==> src/design/pvth_pkg.sv <==
// Shared types and constants of the POLYVAL tag hasher.
package pvth_pkg;

    // Input beat modes
    localparam logic [1:0] MODE_AD     = 2'd0;
    localparam logic [1:0] MODE_MSG    = 2'd1;
    localparam logic [1:0] MODE_FINISH = 2'd2;
    localparam logic [1:0] MODE_CLEAR  = 2'd3;

    // Register indexes (byte address = 8 * index)
    localparam logic [1:0] REG_KEY_LO   = 2'd0;
    localparam logic [1:0] REG_KEY_HI   = 2'd1;
    localparam logic [1:0] REG_NONCE_LO = 2'd2;
    localparam logic [1:0] REG_NONCE_HI = 2'd3;

    localparam int APB_ADDR_W = 5;
    localparam int APB_DATA_W = 64;

    // x^128 + x^127 + x^126 + x^121 + 1, folded into the top byte after a right shift
    localparam logic [127:0] POLY_RED = 128'hE100_0000_0000_0000_0000_0000_0000_0000;

    // Mask on the top byte of the tag (clears bit 127)
    localparam logic [7:0] TAG_TOP_MASK = 8'h7f;

    typedef struct packed {
        logic [1:0] mode;
        logic [7:0] data_byte;
    } t_in_beat;

    typedef struct packed {
        logic [63:0] tag_low;
        logic [63:0] tag_high;
        logic        count_overflow;
    } t_out_beat;

    typedef struct packed {
        logic [127:0] hash_key;
        logic [95:0]  nonce;
    } t_cfg;

endpackage

==> src/design/pvth_regs.sv <==
// APB register file holding the hash key and the nonce.
module pvth_regs import pvth_pkg::*; (
    input  logic                  i_clk,
    input  logic                  i_rst_n,
    input  logic                  psel,
    input  logic                  penable,
    input  logic                  pwrite,
    input  logic [APB_ADDR_W-1:0] paddr,
    input  logic [APB_DATA_W-1:0] pwdata,
    output logic [APB_DATA_W-1:0] prdata,
    output logic                  pready,
    output t_cfg                  o_cfg
);

    logic [63:0] r_key_lo;
    logic [63:0] r_key_hi;
    logic [63:0] r_nonce_lo;
    logic [31:0] r_nonce_hi;
    logic        wr_en;
    logic [1:0]  reg_idx;

    assign pready  = 1'b1;
    assign wr_en   = psel && penable && pwrite && pready;
    assign reg_idx = paddr[4:3];

    // Register writes
    always_ff @(posedge i_clk) begin
        if (!i_rst_n) begin
            r_key_lo   <= '0;
            r_key_hi   <= '0;
            r_nonce_lo <= '0;
            r_nonce_hi <= '0;
        end else if (wr_en) begin
            case (reg_idx)
                REG_KEY_LO:   r_key_lo   <= pwdata;
                REG_KEY_HI:   r_key_hi   <= pwdata;
                REG_NONCE_LO: r_nonce_lo <= pwdata;
                REG_NONCE_HI: r_nonce_hi <= pwdata[31:0];
                default: ;
            endcase
        end
    end

    // Read mux
    always_comb begin
        case (reg_idx)
            REG_KEY_LO:   prdata = r_key_lo;
            REG_KEY_HI:   prdata = r_key_hi;
            REG_NONCE_LO: prdata = r_nonce_lo;
            REG_NONCE_HI: prdata = {32'h0, r_nonce_hi};
            default:      prdata = '0;
        endcase
    end

    assign o_cfg.hash_key = {r_key_hi, r_key_lo};
    assign o_cfg.nonce    = {r_nonce_hi, r_nonce_lo};

endmodule

==> src/design/pvth_gather.sv <==
// Byte shift register that assembles 16-byte little-endian blocks.
module pvth_gather (
    input  logic         i_clk,
    input  logic         i_rst_n,
    input  logic         i_push,
    input  logic [7:0]   i_byte,
    input  logic         i_clear,
    output logic [127:0] o_block,
    output logic [3:0]   o_fill
);

    logic [127:0] r_block;
    logic [3:0]   r_fill;

    // New bytes enter at the top; after 16 pushes byte 0 sits in bits 7:0.
    // A block is only folded after 16 pushes, so the data needs no clearing.
    always_ff @(posedge i_clk) begin
        if (i_push) begin
            r_block <= {i_byte, r_block[127:8]};
        end
    end

    // Fill count wraps to zero on the sixteenth byte
    always_ff @(posedge i_clk) begin
        if (!i_rst_n) begin
            r_fill <= '0;
        end else if (i_clear) begin
            r_fill <= '0;
        end else if (i_push) begin
            r_fill <= r_fill + 4'd1;
        end
    end

    assign o_block = r_block;
    assign o_fill  = r_fill;

endmodule

==> src/design/pvth_fold.sv <==
// Bit-serial POLYVAL fold: acc = (acc ^ block) * H * x^-128, one bit per cycle.
module pvth_fold import pvth_pkg::*; (
    input  logic         i_clk,
    input  logic         i_rst_n,
    input  logic         i_start,
    input  logic         i_clear,
    input  logic [127:0] i_block,
    input  logic [127:0] i_key,
    output logic [127:0] o_acc,
    output logic         o_done
);

    logic [127:0] r_acc;
    logic [127:0] r_x;
    logic [127:0] r_prod;
    logic [6:0]   r_cnt;
    logic         r_busy;
    logic [127:0] mix;
    logic [127:0] n_prod;

    // One multiplier bit: add H if set, then divide by x with reduction
    always_comb begin
        mix    = r_prod ^ (r_x[0] ? i_key : '0);
        n_prod = {1'b0, mix[127:1]} ^ (mix[0] ? POLY_RED : '0);
    end

    assign o_done = r_busy && (r_cnt == 7'd127);

    // Sequencer
    always_ff @(posedge i_clk) begin
        if (!i_rst_n) begin
            r_busy <= 1'b0;
            r_cnt  <= '0;
        end else if (i_start) begin
            r_busy <= 1'b1;
            r_cnt  <= '0;
        end else if (r_busy) begin
            r_cnt <= r_cnt + 7'd1;
            if (o_done) begin
                r_busy <= 1'b0;
            end
        end
    end

    // Operand shift register and partial product
    always_ff @(posedge i_clk) begin
        if (i_start) begin
            r_x    <= r_acc ^ i_block;
            r_prod <= '0;
        end else if (r_busy) begin
            r_x    <= {1'b0, r_x[127:1]};
            r_prod <= n_prod;
        end
    end

    // Accumulator
    always_ff @(posedge i_clk) begin
        if (!i_rst_n) begin
            r_acc <= '0;
        end else if (i_clear) begin
            r_acc <= '0;
        end else if (o_done) begin
            r_acc <= n_prod;
        end
    end

    assign o_acc = r_acc;

endmodule

==> src/design/polyval_tag_hasher.sv <==
// Byte beats: a beat that completes a block holds the input side while the block is folded.
// First message beat after a partial AD block: taken once that block is zero-padded and folded.
// Finish: pad and fold any partial block, then fold the length block bit-serially
// and wait for a free output register, which then takes the tag beat.
// One beat in flight at a time; the output register frees the input side.
// Synchronous active-low reset zeroes key, nonce, counts and accumulator; control goes idle.
module polyval_tag_hasher import pvth_pkg::*; #(
    parameter int COUNT_BITS = 36
) (
    input  logic                  i_clk,
    input  logic                  i_rst_n,
    input  logic                  i_in_valid,
    output logic                  o_in_ready,
    input  t_in_beat              i_in_beat,
    output logic                  o_out_valid,
    input  logic                  i_out_ready,
    output t_out_beat             o_out_beat,
    input  logic                  psel,
    input  logic                  penable,
    input  logic                  pwrite,
    input  logic [APB_ADDR_W-1:0] paddr,
    input  logic [APB_DATA_W-1:0] pwdata,
    output logic [APB_DATA_W-1:0] prdata,
    output logic                  pready
);

    typedef enum logic [6:0] {
        S_IDLE  = 7'b0000001,
        S_PAD   = 7'b0000010,
        S_BLK   = 7'b0000100,
        S_WAIT  = 7'b0001000,
        S_LEN   = 7'b0010000,
        S_LWAIT = 7'b0100000,
        S_EMIT  = 7'b1000000
    } t_state;

    t_state                r_state, n_state;
    logic [COUNT_BITS-1:0] r_ad_cnt, n_ad_cnt;
    logic [COUNT_BITS-1:0] r_msg_cnt, n_msg_cnt;
    logic                  r_in_msg, n_in_msg;
    logic                  r_ovf, n_ovf;
    logic                  r_fin, n_fin;
    logic                  r_enter, n_enter;
    logic                  r_out_valid, n_out_valid;
    t_out_beat             r_out_beat;

    t_cfg         cfg;
    logic         g_push;
    logic [7:0]   g_byte;
    logic         g_clear;
    logic [127:0] g_block;
    logic [3:0]   g_fill;
    logic         f_start;
    logic         f_clear;
    logic [127:0] f_block;
    logic [127:0] f_acc;
    logic         f_done;
    logic         in_fire;
    logic         needs_flush;
    logic         load_out;
    logic [63:0]  len_lo;
    logic [63:0]  len_hi;
    logic [63:0]  tag_lo;
    logic [63:0]  tag_hi;

    pvth_regs u_regs (
        .i_clk   (i_clk),
        .i_rst_n (i_rst_n),
        .psel    (psel),
        .penable (penable),
        .pwrite  (pwrite),
        .paddr   (paddr),
        .pwdata  (pwdata),
        .prdata  (prdata),
        .pready  (pready),
        .o_cfg   (cfg)
    );

    pvth_gather u_gather (
        .i_clk   (i_clk),
        .i_rst_n (i_rst_n),
        .i_push  (g_push),
        .i_byte  (g_byte),
        .i_clear (g_clear),
        .o_block (g_block),
        .o_fill  (g_fill)
    );

    pvth_fold u_fold (
        .i_clk   (i_clk),
        .i_rst_n (i_rst_n),
        .i_start (f_start),
        .i_clear (f_clear),
        .i_block (f_block),
        .i_key   (cfg.hash_key),
        .o_acc   (f_acc),
        .o_done  (f_done)
    );

    // First message beat behind a partial AD block waits while the block is padded and folded
    assign needs_flush = i_in_valid && (i_in_beat.mode == MODE_MSG) && !r_in_msg
                         && (g_fill != 4'd0);
    assign o_in_ready  = (r_state == S_IDLE) && !needs_flush;
    assign in_fire     = i_in_valid && o_in_ready;

    // Length block: bit counts
    assign len_lo = 64'({r_ad_cnt, 3'b000});
    assign len_hi = 64'({r_msg_cnt, 3'b000});

    // Tag: accumulator xor nonce, bit 127 cleared
    assign tag_lo = f_acc[63:0] ^ cfg.nonce[63:0];
    assign tag_hi = f_acc[127:64] ^ {32'h0, cfg.nonce[95:64]};

    // Control
    always_comb begin
        n_state     = r_state;
        n_ad_cnt    = r_ad_cnt;
        n_msg_cnt   = r_msg_cnt;
        n_in_msg    = r_in_msg;
        n_ovf       = r_ovf;
        n_fin       = r_fin;
        n_enter     = r_enter;
        n_out_valid = r_out_valid && !i_out_ready;
        load_out    = 1'b0;
        g_push      = 1'b0;
        g_byte      = i_in_beat.data_byte;
        g_clear     = 1'b0;
        f_start     = 1'b0;
        f_clear     = 1'b0;
        f_block     = g_block;

        case (r_state)
            S_IDLE: begin
                if (in_fire) begin
                    case (i_in_beat.mode)
                        MODE_AD: begin
                            if (!r_in_msg) begin
                                g_push = 1'b1;
                                if (r_ad_cnt == '1) begin
                                    n_ovf = 1'b1;
                                end else begin
                                    n_ad_cnt = r_ad_cnt + COUNT_BITS'(1);
                                end
                                if (g_fill == 4'd15) begin
                                    n_state = S_BLK;
                                end
                            end
                        end
                        MODE_MSG: begin
                            n_in_msg = 1'b1;
                            g_push   = 1'b1;
                            if (r_msg_cnt == '1) begin
                                n_ovf = 1'b1;
                            end else begin
                                n_msg_cnt = r_msg_cnt + COUNT_BITS'(1);
                            end
                            if (g_fill == 4'd15) begin
                                n_state = S_BLK;
                            end
                        end
                        MODE_FINISH: begin
                            n_fin   = 1'b1;
                            n_state = (g_fill != 4'd0) ? S_PAD : S_LEN;
                        end
                        MODE_CLEAR: begin
                            n_ad_cnt  = '0;
                            n_msg_cnt = '0;
                            n_in_msg  = 1'b0;
                            n_ovf     = 1'b0;
                            n_fin     = 1'b0;
                            n_enter   = 1'b0;
                            g_clear   = 1'b1;
                            f_clear   = 1'b1;
                        end
                        default: ;
                    endcase
                end else if (needs_flush) begin
                    n_enter = 1'b1;
                    n_state = S_PAD;
                end
            end
            S_PAD: begin
                // zero padding, one byte per cycle
                g_push = 1'b1;
                g_byte = 8'h00;
                if (g_fill == 4'd15) begin
                    n_state = S_BLK;
                end
            end
            S_BLK: begin
                f_start = 1'b1;
                g_clear = 1'b1;
                n_state = S_WAIT;
            end
            S_WAIT: begin
                if (f_done) begin
                    n_state = r_fin ? S_LEN : S_IDLE;
                    if (r_enter) begin
                        n_in_msg = 1'b1;
                        n_enter  = 1'b0;
                    end
                end
            end
            S_LEN: begin
                f_start = 1'b1;
                f_block = {len_hi, len_lo};
                n_state = S_LWAIT;
            end
            S_LWAIT: begin
                if (f_done) begin
                    n_state = S_EMIT;
                end
            end
            S_EMIT: begin
                if (!r_out_valid || i_out_ready) begin
                    load_out    = 1'b1;
                    n_out_valid = 1'b1;
                    n_ad_cnt    = '0;
                    n_msg_cnt   = '0;
                    n_in_msg    = 1'b0;
                    n_ovf       = 1'b0;
                    n_fin       = 1'b0;
                    n_enter     = 1'b0;
                    g_clear     = 1'b1;
                    f_clear     = 1'b1;
                    n_state     = S_IDLE;
                end
            end
            default: begin
                n_state = S_IDLE;
            end
        endcase
    end

    // Control registers
    always_ff @(posedge i_clk) begin
        if (!i_rst_n) begin
            r_state     <= S_IDLE;
            r_ad_cnt    <= '0;
            r_msg_cnt   <= '0;
            r_in_msg    <= 1'b0;
            r_ovf       <= 1'b0;
            r_fin       <= 1'b0;
            r_enter     <= 1'b0;
            r_out_valid <= 1'b0;
        end else begin
            r_state     <= n_state;
            r_ad_cnt    <= n_ad_cnt;
            r_msg_cnt   <= n_msg_cnt;
            r_in_msg    <= n_in_msg;
            r_ovf       <= n_ovf;
            r_fin       <= n_fin;
            r_enter     <= n_enter;
            r_out_valid <= n_out_valid;
        end
    end

    // Output beat register
    always_ff @(posedge i_clk) begin
        if (load_out) begin
            r_out_beat.tag_low        <= tag_lo;
            r_out_beat.tag_high       <= {tag_hi[63:56] & TAG_TOP_MASK, tag_hi[55:0]};
            r_out_beat.count_overflow <= r_ovf;
        end
    end

    assign o_out_valid = r_out_valid;
    assign o_out_beat  = r_out_beat;

endmodule
==> config.mk <==
export PLATFORM = sky130hd
export DESIGN_NAME = polyval_tag_hasher
export DESIGN_NICKNAME = d
export VERILOG_FILES = /design/src/design/pvth_pkg.sv /design/src/design/pvth_regs.sv /design/src/design/pvth_gather.sv /design/src/design/pvth_fold.sv /design/src/design/polyval_tag_hasher.sv
export SDC_FILE = /design/constraint.sdc
export NUM_CORES = 2
export LEC_CHECK = 0
export BUFFER_PORTS_ARGS = -buffer_cell sky130_fd_sc_hd__clkbuf_2
export CORE_ASPECT_RATIO = 1.4
export CORE_UTILIZATION = 50
export DETAILED_ROUTE_END_ITERATION = 12
export PLACE_DENSITY = 0.65
export SYNTH_ARGS = -nofsm -noshare
export SYNTH_HDL_FRONTEND = slang
export SYNTH_HIERARCHICAL = 1
export SYNTH_SLANG_ARGS = --single-unit
==> constraint.sdc <==
create_clock -name i_clk -period 16.6 [get_ports i_clk]
set_input_delay 0.83 -clock i_clk [delete_from_list [all_inputs] [get_ports i_clk]]
set_output_delay 0.83 -clock i_clk [all_outputs]
set_load 0.02 [all_outputs]
### Word level (Yosys, flattened, before mapping)

Cells that the tools add are included.

| storage, ports and cells | value |
|---|---|
| word-level logic and storage cells | 166 |
| output and inout bits | 196 |
| bits in registers | 960 |
| input port bits | 86 |

| operators by class | value |
|---|---|
| $add $sub $neg | 4 |
| equal/unequal tests | 35 |
| muxes and demuxes | 63 |
| reductions and logical operators | 35 |
| bitwise operators | 6 |

Operators with widths:

| kind | number |
|---|---|
| 128-bit two-way mux | 5 |
| 36-bit case mux with 2 select lines | 4 |
| 64-bit case mux with 4 select lines | 1 |
| 128-bit bitwise XOR | 2 |
| 36-bit two-way mux | 6 |
| 127-bit by 128-bit bitwise XOR with 128-bit output | 1 |
| 36-bit by 1-bit adder with 36-bit output, second input constant | 2 |
| 36-bit equality test, second input constant | 2 |
| 64-bit bitwise XOR | 1 |
| 63-bit by 32-bit bitwise XOR with 63-bit output | 1 |
| 7-bit two-way mux | 7 |
| 7-bit case mux with 7 select lines | 1 |
| 1-bit two-way mux | 25 |
| 7-bit case mux with 3 select lines | 1 |
| 6-bit AND reduction | 3 |
| 3-bit != test, second input constant | 5 |
| 7-bit equality test, second input constant | 2 |
| 1-bit case mux with 2 select lines | 7 |
| 1-bit case mux with 3 select lines | 4 |
| 5-bit two-way mux | 2 |
| 2-bit != test, second input constant | 5 |
| 5-bit AND reduction | 2 |
| 1-bit logical AND | 9 |
| 3-bit by 2-bit != test with 1-bit output, second input constant | 3 |
| other kinds (26) | 42 |

### Depth between registers and ports, before layout

| depth | value |
|---|---|
| depth after elaboration | 10 |
| mapped depth | 12 |

### Hierarchy

The synthesis kept the hierarchy.

Modules (own cells, without submodules):

| module | cells an instance | area each (µm²) | times used |
|---|---|---|---|
| pvth_fold | 1,727 | 17,116.4 | 1 |
| polyval_tag_hasher | 1,031 | 10,933.0 | 1 |
| pvth_regs | 948 | 9,666.8 | 1 |
| pvth_gather | 145 | 4,025.1 | 1 |

### Least setup slack after synthesis

OpenSTA, ideal clock, no wires.

| timing path | value |
|---|---|
| path type | in2reg |
| start point | in i_in_beat[9] (netlist name) |
| end point | reg u_gather.r_fill[3] (netlist: u_gather/o_fill[3]) |
| required time | 16,491 ps |
| cell stages on the path | 8 |
| arrival | 12,094 ps |
| path slack | 4,397 ps |
| buffers on the path | 1 |
| cell sequence | inv_1 -> ha_1 -> clkbuf_1 -> nand2b_1 -> o2111ai_2 -> o21ai_0 -> nand4_1 -> mux2i_1 |

RTL lines:

| item | RTL line | text |
|---|---|---|
| start, declared | polyval_tag_hasher.sv:14 | `input t_in_beat i_in_beat,` |
| 2-bit by 1-bit equality test with 1-bit output | polyval_tag_hasher.sv:101, polyval_tag_hasher.sv:135 |  |
| 1-bit logical AND (2 in series) | polyval_tag_hasher.sv:101 | `assign needs_flush = i_in_valid && (i_in_beat.mode == MODE_MSG) && !r_in_msg` |
| 1-bit logical AND | polyval_tag_hasher.sv:102 | `&& (g_fill != 4'd0);` |
| 1-bit logical NOT | polyval_tag_hasher.sv:103 | `assign o_in_ready = (r_state == S_IDLE) && !needs_flush;` |
| 1-bit logical AND | polyval_tag_hasher.sv:103 |  |
| 1-bit logical AND | polyval_tag_hasher.sv:104 | `assign in_fire = i_in_valid && o_in_ready;` |
| 1-bit two-way mux (*) | polyval_tag_hasher.sv:134 | `if (in_fire) begin` |
| 1-bit case mux with 2 select lines (*) | polyval_tag_hasher.sv:132 | `case (r_state)` |
| named net g_push | polyval_tag_hasher.sv:48 | `logic g_push;` |
| end signal, assigned | pvth_gather.sv:30 | `r_fill <= r_fill + 4'd1;` |
| end, declared | pvth_gather.sv:13 | `logic [3:0] r_fill;` |

The timed path passes the listed nets; every way through them passes the cells marked *.
A chain may end at the register's enable or synchronous reset.

### Worst setup path in the final report

| timing path | value |
|---|---|
| start point | in paddr[4] |
| end point | out prdata[36] |

| between the ends | value |
|---|---|
| longest elaborated chain between the ends | 2 |

RTL lines:

| item | RTL line | text |
|---|---|---|
| start, declared | polyval_tag_hasher.sv:21 | `input logic [APB_ADDR_W-1:0] paddr,` |
| 2-bit equality test, or another cell as far along | pvth_regs.sv:46 | `case (reg_idx)` |
| 64-bit case mux with 4 select lines (*) | pvth_regs.sv:46 |  |
| end, declared | polyval_tag_hasher.sv:23 | `output logic [APB_DATA_W-1:0] prdata,` |

Mark *: on every way between the ends. The rest lies on a longest branch, timed or not.

==> results.yml <==
worst_hold_path:
  hold_class: "primary input to register"
  holdPathStages: 3
drt:
  ant_nets: 0
  drtIter0Drc: 2304
  num_vias: 29500
  viasPerCell: 5.72
  wl_per_cell_um: 22.0
  first_pass_iters: 5
  drc: 0
  drt-total-wl_um: 113000
grt:
  antenna_found_initial: 0
  grt_pass1_vias: 28300
  grt_usage_pct: 26.4
  grt_overflow: 0
  grt_max_degree: 138
  grt_pass1_wl_um: 171000
place:
  io_buffers: 276
  dp_hpwl_um: 74000
  gp_congestion: 0.915
worst_setup_path:
  worst_path_most_repeated_cell: "buf_4"
  worst_setup_path_start_kind: "primary input"
  path_cells: "buf_2 > buf_4 > nor2b_2 > buf_4 > nand2_1 > o21ai_0 > clkbuf_2"
  cp_max_fo: 40
  cp_slowest_stage_delay_ns: 0.66
  reg2regPathDepth: 5
  criticalPathCategory: "primary input to output pin"
  required_ns: 15.77
  slowest_stage: "buf_2"
  arrival_ns: 3.52
  end_kind: "output pin"
timing:
  clock.fmax_mhz: 230
  rsz0062_at_grt: "false"
  finalCritPeriodShare_pct: 26.2
  period_needed_ns: 4.35
  fin_skew_ns: 0.0452
  worst_slew_pin_slew_ns: 1.18
  final_hold_viol_count: 0
  relSlewSlack_pct: 21.1
  tns_ns: 0
  report.final.slew_viol_count: 0
  setup_viol: 0
clock_network:
  clk_latency_ns: 0.69
  cts-htree-levels: 3
  tritoncts: "built"
  cts.sinks: 960
  post-cts-setup-buffers: 0
  clk_pin_slew_ns: 0.06
  clock-root-buffer: "clkbuf_16"
  numCtsBuffers: 93
  cts_resized: 0
  clk_path_buf_depth: 3
  holdBufCountCts: 0
synthesis:
  yosys_warnings: 6
  ys.flop_type: "dfxtp_1"
  synth_cell_type_count: 70
  synth_top_cell_area_share_pct: 27.6
  syn_nets: 3945
  ys_top_cells_by_area: "dfxtp_1 (28%), edfxtp_1 (28%), mux2i_1 (6.3%), xor2_1 (4.8%), nand2_1 (4.6%)"
  ys_seq_area_share_pct: 55.3
  syn_inst: 3851
  synthesis.area_um2: 41700
  synth.most_common_cell: "dfxtp_1"
  yosys.area.top_type: "dfxtp_1"
  synth_common_cells: "dfxtp_1 (576), nand2_1 (516), edfxtp_1 (384)"
  ys_seq_elements: 960
  synthArstFlopShare_pct: 0
  syn_area_per_cell_um2: 10.8
  synth_edf_count: 384
outcome:
  status: "complete, no violations"
floorplan:
  die_h_um: 344
  fp.coreArea_um2: 82900
  num_io_pins: 282
  rows: 125
  start_util_pct: 50.4
  die_width_um: 246
  die_area_um2: 84700
layout:
  antenna-diode-count: 0
  drive_gt1_share_pct: 15.8
  fillers: 7226
  fin_nets: 4081
  syn_to_final_growth_pct: 11.9
flow_run:
  max_cap_violations: 0
power_and_ir_drop:
  ir_drop_v: 0.0000844
  power_density_nw_per_um2: 122
  p_total_mw: 5.70
  leakagePower_nw: 17.3
==> critical path, delay by kind of cell <==
family,cells,cell delay (ns)
AO/OA/AOI/OAI,1,0.27
AND/OR/NAND/NOR,2,0.34
buffers and inverters,4,2.04
==> state kept, by name (all words and copies together) (netlist names), 36 cells and up <==
name               flops
u_gather/o_block     128
o_out_beat           128
u_regs/r_key_lo       64
u_fold/r_x           128
u_fold/o_acc         128
r_msg_cnt             36
u_fold/r_prod        128
u_regs/r_key_hi       64
r_ad_cnt              36
u_regs/r_nonce_lo     64
==> kinds of logic after synthesis <==
logic type / Yosys count / share of synthesized area [%]
simple gates: 1121 / 11.8
flops: 960 / 55.3
compound gates: 749 / 11.9
xor+xnor: 360 / 7.55
mux: 360 / 9.79
buf+inv: 291 / 3.47
fa+ha+maj: 8 / 0.240
other cells: 2 / 0.0180
==> cells in the final DEF, fill, tap and decap left out, types with 8 or more instances in the layout <==
cell / Yosys / routed
nor2_1: 332 / 331
o211a_1: 11 / 11
mux2i_1: 262 / 262
nand3_1: 41 / 41
a211oi_1: 223 / 223
ha_1: 8 / 8
a21oi_1: 298 / 297
o221a_2: 18 / 18
nor3_1: 13 / 12
nand4_1: 31 / 31
and2_1: 75 / 75
mux4_2: 32 / 32
xor2_1: 231 / 231
buf_4: 34 / 38
or3_1: 10 / 10
and3_1: 25 / 24
or4_1: 10 / 10
clkbuf_2: 1 / 273
xnor2_1: 129 / 129
dfxtp_1: 576 / 575
nor4_1: 22 / 22
clkbuf_1: 135 / 20
clkbuf_16: 0 / 100
o21ai_0: 91 / 90
a211oi_2: 30 / 30
inv_1: 16 / 16
o211ai_1: 18 / 18
nand2_1: 516 / 515
o21a_1: 15 / 15
clkbuf_8: 0 / 10
mux2_2: 66 / 66
clkinv_2: 0 / 15
edfxtp_1: 384 / 384
==> path summary, 6_finish.rpt <==
check	from	endpoint	slack, ns
setup / recovery	paddr[4]	prdata[36]	12.25
hold / removal	pwdata[53]	u_regs/r_key_hi[53]	0.43
setup reg to reg	u_fold/r_busy	u_fold/o_acc[121]	12.51
hold reg to reg	u_gather/o_block[14]	u_gather/o_block[6]	0.44
==> stage by stage <==
step	std cells	utilization [%]	cell area [um^2]	worst slack [ns]	hold WS, ns
final	5146	56.3	46700	12.25	0.432
after detailed placement	4971	52.5	43500	12.31	0.428
after global placement	4971	52.5	43500	12.36	0.421
after floorplan	3851	-	41700	4.40	0.408
after CTS	5146	56.3	46700	12.30	0.411
after global routing	5146	56.3	46700	12.16	0.431
==> power breakdown <==
| group | switching, mW | total (mW) | internal [mW] |
|---|---|---|---|
| sequential | 0.157 | 2.84 | 2.68 |
| clock | 0.950 | 2.21 | 1.26 |
| combinational | 0.395 | 0.649 | 0.254 |
| total | 1.50 | 5.70 | 4.20 |
==> cell type report <==
| type | instances | area [um^2] | area share [%] |
|---|---|---|---|
| multi-input combinational | 2600 | 17300 | 37.0 |
| inverter | 16 | 60.1 | 0.129 |
| timing repair buffer | 316 | 1730 | 3.71 |
| sequential | 960 | 23100 | 49.4 |
| clock inverter | 45 | 487 | 1.04 |
| clock buffer | 130 | 2720 | 5.81 |
| tap | 1079 | 1350 | 2.89 |
==> per-layer routing <==
metal  up-vias  track usage (%)  share of wire (%)
met2       910             45.5                 50
met4         0             10.6                3.5
li1      14000                -                  -
met3       167             2.89                5.1
met1     14400             33.6                 41
met5         -                0                  0
No activity file was read; power rests on OpenSTA's default activity.
